## config.mk

```make
export PLATFORM = sky130hd
export DESIGN_NAME = trapezoidal_velocity_profile
export DESIGN_NICKNAME = d
export VERILOG_FILES = /design/src/hw/rtl/tvp_pkg.sv /design/src/hw/rtl/trapezoidal_velocity_profile.sv
export SDC_FILE = /design/constraint.sdc
export NUM_CORES = 2
export LEC_CHECK = 0
export ABC_CLOCK_PERIOD_IN_PS = 23700
export CORE_MARGIN = 3
export CORE_UTILIZATION = 59
export DETAILED_ROUTE_END_ITERATION = 10
export DONT_BUFFER_PORTS = 1
export PLACE_DENSITY_LB_ADDON = 0.2
export SLEW_MARGIN = 20
export SYNTH_ARGS = -nofsm -noshare
export SYNTH_HDL_FRONTEND = slang
export SYNTH_SLANG_ARGS = --single-unit
```

## constraint.sdc

```tcl
create_clock -name clk_i -period 23.7 [get_ports clk_i]
set_clock_uncertainty 0.2 [all_clocks]
set_input_delay 3.555 -clock clk_i [delete_from_list [all_inputs] [get_ports clk_i]]
set_output_delay 3.555 -clock clk_i [all_outputs]
set_load 0.01 [all_outputs]
```

## src/hw/rtl/tvp_pkg.sv

```systemverilog
// Shared constants for the trapezoidal velocity profile block.
// No dependencies; imported by trapezoidal_velocity_profile.
package tvp_pkg;

  // Width of a distance in millimetres (travelled and move_length).
  localparam int DIST_W = 20;

  // Field widths of a result word.
  localparam int SPEED_W = 16;
  localparam int PHASE_W = 2;

  // Configuration port.
  localparam int CFG_IDX_W  = 2;
  localparam int CFG_DATA_W = (DIST_W > SPEED_W) ? DIST_W : SPEED_W;

  localparam logic [CFG_IDX_W-1:0] REG_MOVE_LENGTH = 2'd0;
  localparam logic [CFG_IDX_W-1:0] REG_TOP_SPEED   = 2'd1;
  localparam logic [CFG_IDX_W-1:0] REG_ACCEL_LIMIT = 2'd2;

  // Profile phase codes.
  localparam logic [PHASE_W-1:0] PH_ACCEL  = 2'd0;
  localparam logic [PHASE_W-1:0] PH_CRUISE = 2'd1;
  localparam logic [PHASE_W-1:0] PH_DECEL  = 2'd2;

  // Stream data widths, padded to whole bytes.
  localparam int IN_TDATA_W  = ((DIST_W + 7) / 8) * 8;
  localparam int OUT_TDATA_W = ((SPEED_W + PHASE_W + 7) / 8) * 8;

endpackage

```

## src/hw/rtl/trapezoidal_velocity_profile.sv

```systemverilog
// Trapezoidal velocity profile: distance travelled in, allowed speed and phase out.
// Holds the configuration registers, the profile setup sequencer and the
// per-word pipeline with a stage-per-bit square root. Depends on tvp_pkg.
//
//  channel   direction  handshake               payload
//  s_axis    in         tvalid / tready         tdata: travelled
//  m_axis    out        tvalid / tready         tdata: speed, phase
//  cfg       in         cfg_we_i (no wait)      cfg_idx_i, cfg_data_i
//
// One word is accepted per cycle while the setup sequencer is idle and m_axis does not stall;
// its result passes the a and b stages, the one-bit-per-stage square root pipeline and the output register.
// After reset and after every configuration write the setup sequencer runs
// (through a square root state too for a triangular profile, whose peak needs a
// square root of its own), during which s_axis_tready is low. A stall on m_axis
// freezes the whole pipeline at once, so no word is dropped or repeated.
module trapezoidal_velocity_profile (
  input  logic                                 clk_i,
  input  logic                                 rst_ni,
  input  logic                                 cfg_we_i,
  input  logic [tvp_pkg::CFG_IDX_W-1:0]        cfg_idx_i,
  input  logic [tvp_pkg::CFG_DATA_W-1:0]       cfg_data_i,
  input  logic                                 s_axis_tvalid,
  output logic                                 s_axis_tready,
  // s_axis_tdata fields from bit 0: travelled
  input  logic [tvp_pkg::IN_TDATA_W-1:0]       s_axis_tdata,
  output logic                                 m_axis_tvalid,
  input  logic                                 m_axis_tready,
  // m_axis_tdata fields from bit 0: speed, phase
  output logic [tvp_pkg::OUT_TDATA_W-1:0]      m_axis_tdata
);
  import tvp_pkg::*;

  // Derived widths.
  localparam int PROD_W   = DIST_W + 17;                   // 2a * distance
  localparam int RAD_RAW  = (PROD_W > 32) ? PROD_W : 32;
  localparam int RAD_W    = RAD_RAW + (RAD_RAW % 2);        // pipeline radicand
  localparam int SQ_N     = RAD_W / 2;                      // root bits / stages
  localparam int REM_W    = SQ_N + 2;
  localparam int MP_W     = DIST_W + 16;                    // a * move_length
  localparam int SR_W     = MP_W + (MP_W % 2);
  localparam int SR_N     = SR_W / 2;
  localparam int SREM_W   = SR_N + 2;
  localparam int DIV_N    = 32;
  localparam int CNT_W    = $clog2(DIV_N);

  // Setup sequencer states.
  localparam logic [2:0] ST_IDLE = 3'd0;
  localparam logic [2:0] ST_PREP = 3'd1;
  localparam logic [2:0] ST_DIV  = 3'd2;
  localparam logic [2:0] ST_CHK  = 3'd3;
  localparam logic [2:0] ST_SQRT = 3'd4;
  localparam logic [2:0] ST_FIN  = 3'd5;

  // ---------------------------------------------------------------------------
  // Configuration registers
  // ---------------------------------------------------------------------------
  logic [DIST_W-1:0]  len_q;
  logic [15:0]        vmax_q;
  logic [15:0]        acc_q;

  always_ff @(posedge clk_i or negedge rst_ni) begin
    if (!rst_ni) begin
      len_q  <= '0;
      vmax_q <= 16'd1;
      acc_q  <= 16'd1;
    end else if (cfg_we_i) begin
      unique case (cfg_idx_i)
        REG_MOVE_LENGTH: len_q  <= cfg_data_i[DIST_W-1:0];
        REG_TOP_SPEED:   vmax_q <= cfg_data_i[15:0];
        REG_ACCEL_LIMIT: acc_q  <= cfg_data_i[15:0];
        default: ;
      endcase
    end
  end

  // ---------------------------------------------------------------------------
  // Setup sequencer: ramp length, deceleration start, peak and peak squared
  // ---------------------------------------------------------------------------
  logic [2:0]         st_q, st_d;
  logic [CNT_W-1:0]   cnt_q, cnt_d;
  logic [16:0]        a2_q, a2_d;
  logic [31:0]        dvd_q, dvd_d;
  logic [16:0]        drem_q, drem_d;
  logic [31:0]        quo_q, quo_d;
  logic [MP_W-1:0]    mlp_q, mlp_d;
  logic [SR_W-1:0]    srad_q, srad_d;
  logic [SREM_W-1:0]  srem_q, srem_d;
  logic [SR_N-1:0]    sroot_q, sroot_d;
  logic [DIST_W-1:0]  ramp_q, ramp_d;
  logic [DIST_W-1:0]  dstart_q, dstart_d;
  logic [15:0]        peak_q, peak_d;
  logic [31:0]        psq_q, psq_d;

  logic [15:0]        a_eff;
  logic [17:0]        div_sh;
  logic               div_ge;
  logic [SREM_W+1:0]  s_r4;
  logic [SREM_W+1:0]  s_trial;
  logic               s_ge;
  logic [32:0]        twice_ramp;
  logic               tri_prof;
  logic [31:0]        sroot_ext;

  assign a_eff      = (acc_q == 16'd0) ? 16'd1 : acc_q;
  assign div_sh     = {drem_q, dvd_q[31]};
  assign div_ge     = div_sh >= {1'b0, a2_q};
  assign s_r4       = {srem_q, srad_q[SR_W-1 -: 2]};
  assign s_trial    = (SREM_W + 2)'({sroot_q, 2'b01});
  assign s_ge       = s_r4 >= s_trial;
  assign twice_ramp = {quo_q, 1'b0};
  assign tri_prof   = 33'(len_q) <= twice_ramp;

  always_comb begin
    st_d     = st_q;
    cnt_d    = cnt_q;
    a2_d     = a2_q;
    dvd_d    = dvd_q;
    drem_d   = drem_q;
    quo_d    = quo_q;
    mlp_d    = mlp_q;
    srad_d   = srad_q;
    srem_d   = srem_q;
    sroot_d  = sroot_q;
    ramp_d   = ramp_q;
    dstart_d = dstart_q;
    peak_d   = peak_q;
    psq_d    = psq_q;
    sroot_ext = '0;

    unique case (st_q)
      ST_IDLE: ;
      ST_PREP: begin
        a2_d   = {a_eff, 1'b0};
        dvd_d  = 32'(vmax_q) * 32'(vmax_q);
        mlp_d  = MP_W'(a_eff) * MP_W'(len_q);
        drem_d = '0;
        quo_d  = '0;
        cnt_d  = CNT_W'(DIV_N - 1);
        st_d   = ST_DIV;
      end
      ST_DIV: begin
        // Restoring division of top_speed^2 by 2a, one quotient bit a cycle.
        drem_d = div_ge ? 17'(div_sh - {1'b0, a2_q}) : div_sh[16:0];
        quo_d  = {quo_q[30:0], div_ge};
        dvd_d  = {dvd_q[30:0], 1'b0};
        cnt_d  = cnt_q - 1'b1;
        if (cnt_q == '0) begin
          st_d = ST_CHK;
        end
      end
      ST_CHK: begin
        if (tri_prof) begin
          ramp_d   = len_q >> 1;
          dstart_d = len_q >> 1;
          srad_d   = SR_W'(mlp_q);
          srem_d   = '0;
          sroot_d  = '0;
          cnt_d    = CNT_W'(SR_N - 1);
          st_d     = ST_SQRT;
        end else begin
          // Without a triangle the ramp is below half the move length.
          ramp_d   = quo_q[DIST_W-1:0];
          dstart_d = len_q - quo_q[DIST_W-1:0];
          peak_d   = vmax_q;
          st_d     = ST_FIN;
        end
      end
      ST_SQRT: begin
        srem_d  = s_ge ? SREM_W'(s_r4 - s_trial) : SREM_W'(s_r4);
        sroot_d = {sroot_q[SR_N-2:0], s_ge};
        srad_d  = srad_q << 2;
        cnt_d   = cnt_q - 1'b1;
        if (cnt_q == '0) begin
          sroot_ext = 32'(sroot_d);
          peak_d    = (sroot_ext > 32'hFFFF) ? 16'hFFFF : sroot_ext[15:0];
          st_d      = ST_FIN;
        end
      end
      ST_FIN: begin
        psq_d = 32'(peak_q) * 32'(peak_q);
        st_d  = ST_IDLE;
      end
      default: st_d = ST_PREP;
    endcase

    // Any write restarts the setup with the new register values.
    if (cfg_we_i) begin
      st_d = ST_PREP;
    end
  end

  always_ff @(posedge clk_i or negedge rst_ni) begin
    if (!rst_ni) begin
      st_q  <= ST_PREP;
      cnt_q <= '0;
    end else begin
      st_q  <= st_d;
      cnt_q <= cnt_d;
    end
  end

  always_ff @(posedge clk_i) begin
    a2_q     <= a2_d;
    dvd_q    <= dvd_d;
    drem_q   <= drem_d;
    quo_q    <= quo_d;
    mlp_q    <= mlp_d;
    srad_q   <= srad_d;
    srem_q   <= srem_d;
    sroot_q  <= sroot_d;
    ramp_q   <= ramp_d;
    dstart_q <= dstart_d;
    peak_q   <= peak_d;
    psq_q    <= psq_d;
  end

  // ---------------------------------------------------------------------------
  // Word pipeline
  // ---------------------------------------------------------------------------
  logic               adv;
  logic               in_acc;
  logic [DIST_W-1:0]  in_d;
  logic [PHASE_W-1:0] in_ph;
  logic [DIST_W-1:0]  in_op;

  logic               a_vld_q;
  logic [PHASE_W-1:0] a_ph_q;
  logic [DIST_W-1:0]  a_op_q;
  logic               b_vld_q;
  logic [PHASE_W-1:0] b_ph_q;
  logic [PROD_W-1:0]  b_prod_q;
  logic [RAD_W-1:0]   c_rad;

  logic               sq_vld_q  [SQ_N+1];
  logic [PHASE_W-1:0] sq_ph_q   [SQ_N+1];
  logic [RAD_W-1:0]   sq_rad_q  [SQ_N+1];
  logic [REM_W-1:0]   sq_rem_q  [SQ_N+1];
  logic [SQ_N-1:0]    sq_root_q [SQ_N+1];
  logic [RAD_W-1:0]   sq_rad_d  [SQ_N+1];
  logic [REM_W-1:0]   sq_rem_d  [SQ_N+1];
  logic [SQ_N-1:0]    sq_root_d [SQ_N+1];
  logic [REM_W+1:0]   sq_r4     [SQ_N+1];
  logic [REM_W+1:0]   sq_trial  [SQ_N+1];
  logic               sq_ge     [SQ_N+1];

  logic               o_vld_q;
  logic [15:0]        o_speed_q, o_speed_d;
  logic [PHASE_W-1:0] o_ph_q;
  logic [31:0]        root_ext;

  // The whole pipeline moves together whenever the output register can take a word.
  assign adv           = !o_vld_q || m_axis_tready;
  assign s_axis_tready = adv && (st_q == ST_IDLE);
  assign in_acc        = s_axis_tvalid && s_axis_tready;
  assign in_d          = s_axis_tdata[DIST_W-1:0];

  always_comb begin
    if (in_d < ramp_q) begin
      in_ph = PH_ACCEL;
      in_op = in_d;
    end else if (in_d < dstart_q) begin
      in_ph = PH_CRUISE;
      in_op = '0;
    end else begin
      in_ph = PH_DECEL;
      in_op = in_d - dstart_q;
    end
  end

  // Cruise takes the root of peak^2, which is the peak itself.
  always_comb begin
    case (b_ph_q)
      PH_ACCEL:  c_rad = RAD_W'(b_prod_q);
      PH_CRUISE: c_rad = RAD_W'(psq_q);
      default: begin
        if (RAD_W'(b_prod_q) >= RAD_W'(psq_q)) begin
          c_rad = '0;
        end else begin
          c_rad = RAD_W'(psq_q) - RAD_W'(b_prod_q);
        end
      end
    endcase
  end

  // One root bit per stage.
  always_comb begin
    for (int k = 0; k <= SQ_N; k++) begin
      sq_r4[k]     = '0;
      sq_trial[k]  = '0;
      sq_ge[k]     = 1'b0;
      sq_rad_d[k]  = '0;
      sq_rem_d[k]  = '0;
      sq_root_d[k] = '0;
    end
    sq_rad_d[0] = c_rad;
    for (int k = 1; k <= SQ_N; k++) begin
      sq_r4[k]     = {sq_rem_q[k-1], sq_rad_q[k-1][RAD_W-1 -: 2]};
      sq_trial[k]  = (REM_W + 2)'({sq_root_q[k-1], 2'b01});
      sq_ge[k]     = sq_r4[k] >= sq_trial[k];
      sq_rem_d[k]  = sq_ge[k] ? REM_W'(sq_r4[k] - sq_trial[k]) : REM_W'(sq_r4[k]);
      sq_root_d[k] = {sq_root_q[k-1][SQ_N-2:0], sq_ge[k]};
      sq_rad_d[k]  = sq_rad_q[k-1] << 2;
    end
  end

  assign root_ext  = 32'(sq_root_q[SQ_N]);
  assign o_speed_d = (root_ext > 32'hFFFF) ? 16'hFFFF : root_ext[15:0];

  always_ff @(posedge clk_i or negedge rst_ni) begin
    if (!rst_ni) begin
      a_vld_q <= 1'b0;
      b_vld_q <= 1'b0;
      o_vld_q <= 1'b0;
      for (int k = 0; k <= SQ_N; k++) begin
        sq_vld_q[k] <= 1'b0;
      end
    end else if (adv) begin
      a_vld_q     <= in_acc;
      b_vld_q     <= a_vld_q;
      sq_vld_q[0] <= b_vld_q;
      for (int k = 1; k <= SQ_N; k++) begin
        sq_vld_q[k] <= sq_vld_q[k-1];
      end
      o_vld_q <= sq_vld_q[SQ_N];
    end
  end

  always_ff @(posedge clk_i) begin
    if (adv) begin
      a_ph_q   <= in_ph;
      a_op_q   <= in_op;
      b_ph_q   <= a_ph_q;
      b_prod_q <= PROD_W'(a2_q) * PROD_W'(a_op_q);
      sq_ph_q[0]   <= b_ph_q;
      for (int k = 0; k <= SQ_N; k++) begin
        sq_rad_q[k]  <= sq_rad_d[k];
        sq_rem_q[k]  <= sq_rem_d[k];
        sq_root_q[k] <= sq_root_d[k];
      end
      for (int k = 1; k <= SQ_N; k++) begin
        sq_ph_q[k] <= sq_ph_q[k-1];
      end
      o_speed_q <= o_speed_d;
      o_ph_q    <= sq_ph_q[SQ_N];
    end
  end

  assign m_axis_tvalid = o_vld_q;
  assign m_axis_tdata  = OUT_TDATA_W'({o_ph_q, o_speed_q});

endmodule

```

==> run_results.csv <==
group,metric,value,unit
critical_path,cp-start-kind,"input port",
critical_path,crit_required,19.95,ns
synthesis,yosys.area.top_type,"edfxtp_1",
critical_path,cp_cell_sequence,"nor2b_2 > buf_4 > nor4_1",
synthesis,ys_seq_area_frac,0.417,
layout,design_area,0.109,mm²
critical_path,critPathMaxFanout,25,
synthesis,syn_inst,9130,
floorplanning,core_area,0.170,mm²
synthesis,synth_area_leaders,"edfxtp_1 40%, fa_1 16%, ha_1 9.5%",
clock_tree,cts_sinks,1417,
synthesis,syn_area,0.101,mm²
critical_path,cp.arrival,4.61,ns
timing,tns,0,ns
clock_tree,clk_pin_slew,0.06,ns
placement,post_dp_cell_area,0.103,mm²
hold_path,hold_class,"flip-flop to flip-flop",
clock_tree,cts_setup_buffers,0,
layout,postLayoutCoreUtil,0.640,
synthesis,ys.warnings.count,0,
route,drc,0,
route,first_pass_iters,6,
floorplanning,die_h,420,µm
critical_path,crit_type,"input port to output port",
timing,worst_slew_pin_slew,1.18,ns
synthesis,async_flop_share,0.0586,
timing,whs,0.190,ns
clock_tree,clock_latency,0.81,ns
route,drt-vias-per-instance,5.74,
clock_tree,cts_max_level,4,
job,drv_cap,0,
clock_tree,cts_buffers,152,
route,vias,65500,
floorplanning,dieWidth,420,µm
global_route,grt_use_total,0.248,
clock_tree,post_cts_resized,0,
synthesis,synthFlopType,"edfxtp_1",
synthesis,synthMostInstantiatedCell,"inv_1",
critical_path,crit_path_max_incr_delay,0.80,ns
run_status,status,"finished clean",
timing,rsz0062_at_grt,"false",
critical_path,worstSetupEndpointType,"output port",
floorplanning,initial_core_util,0.595,
route,drt_iter0_markers,4738,
clock_tree,cts_tree,"yes",
synthesis,synth_edf_count,1334,
critical_path,path_buf_inv,1,
synthesis,syn-mean-instance-area,11.1,µm²
placement,place.detailed.hpwl,159,mm
timing,layout_min_cycle_time,8.36,ns
clock_tree,root_buffer,"clkbuf_16",
route,wl,214,mm
clock_tree,ctsHoldBuffers,0,
critical_path,crit_family,"simple AND/OR/NAND/NOR gates",
placement,place_congestion,0.897,
synthesis,synth_top_area_frac,0.396,
global_route,grt_pass1_vias,67472,
layout,antenna_cells,0,
route,ant_nets,0,
placement,port_buffers,0,
synthesis,ys_types,84,
floorplanning,fp-row-count,151,
layout,syn2layout_area_growth,7.50,%
layout,nFillCells,12864,
timing,fin_crit_sh,0.353,
timing,setup_viol,0,
timing,slew_headroom,0.211,
synthesis,synth_seq_cells,1417,
layout,nNetsFinal,10714,
route,wl_per_cell,18.8,µm
global_route,grt_max_degree,198,
global_route,grt_pass1_wl,349,mm
global_route,antenna_found_initial,2,
critical_path,crit_slowest_cell,"nor4_1",
global_route,overflow,0,
timing,drv_slew,0,
timing,hold_viol,0,
floorplanning,die_area,0.176,mm²
floorplanning,io_pins,77,
timing,fmax,0.120,GHz
clock_tree,clock_path_buffers,3,
synthesis,netlist_top_cells_count,"1353 x inv_1, 1334 x edfxtp_1, 959 x nand2_1",
layout,drive_above_1_share,0.0552,
-- final cells by class --
cell class	instances	area [µm²]	area share
flip-flops and latches	1417	42100	0.388
clock inverters	107	1330	0.0123
repair buffers	60	499	0.00459
clock buffers	175	3910	0.0360
multi-input cells	6076	52900	0.487
well taps	2218	2780	0.0255
inverters	1353	5080	0.0468
-- flip-flops by register name (all words and copies together), names as in the netlist, 31 cells and up --
signal	flops
sq_root_q	190
b_prod_q	36
quo_q	32
sq_ph_q	40
psq_q	31
sq_rem_q	352
dvd_q	32
sq_rad_q	380
mlp_q	36
srad_q	36
-- layer usage --
layer	vias up	GRT usage	part of all wire
met4	2	0.0896	0.037
li1	30715	-	-
met3	477	0.0409	0.058
met5	-	0	0.000061
met1	32429	0.322	0.41
met2	1877	0.421	0.49
-- layout by cell type (no fill, tap or decap), drive strengths merged, types with 63 or more instances in the layout --
master  count
ha        771
a21oi     393
o21ai     284
dfrtp      80
nand3      98
xnor2     270
xor2      180
inv      1363
nand2b     84
fa        832
a21o      174
o21a       87
nand2     960
mux2      112
nor2      441
and2      382
clkbuf    175
nor3      116
edfxtp   1334
nor2b      70
clkinv     63
-- worst reg2reg max path, delay by kind of cell (launching register included) --
kind / cells / cell delay, ns
compound gates: 4 / 1.08
fa+ha+maj: 7 / 3.37
mux: 1 / 0.22
simple gates: 4 / 1.38
flops: 1 / 0.79
buf+inv: 5 / 0.61
-- metrics by stage --
stage,cells,setup slack [ns]
finish,11406,15.34
detailed placement,11123,14.89
CTS,11405,15.33
floorplan,9137,3.00
global placement,11123,15.03
global route,11406,15.32
-- worst paths after layout --
kind | startpoint | end | slack, ns | cells past startpoint
min reg2reg | sq_rad_q[0][2] | sq_rad_q[1][4] | 0.19 | 0
max in group asynchronous | rst_ni | acc_q[0] | 20.81 | 0
max | m_axis_tready | s_axis_tready | 15.34 | 3
max reg2reg | peak_q[8] | psq_q[20] | 15.78 | 21
min in group asynchronous | rst_ni | vmax_q[8] | 2.24 | 0
min | sq_rad_q[0][2] | sq_rad_q[1][4] | 0.19 | 0
-- logic make-up after synthesis --
kind of cell / share of synthesized area
DFF: 0.417
other: 0.0000371
xor gates and xnor gates: 0.0390
AOI/OAI and AO/OA: 0.0846
buffers and inverters: 0.0613
adders and majority gates: 0.260
and+or+nand+nor: 0.119
muxes: 0.0185
Power is left out: the tool's default activity adds up to more than one toggle a clock period on the data nets, which glitch-free logic cannot reach.
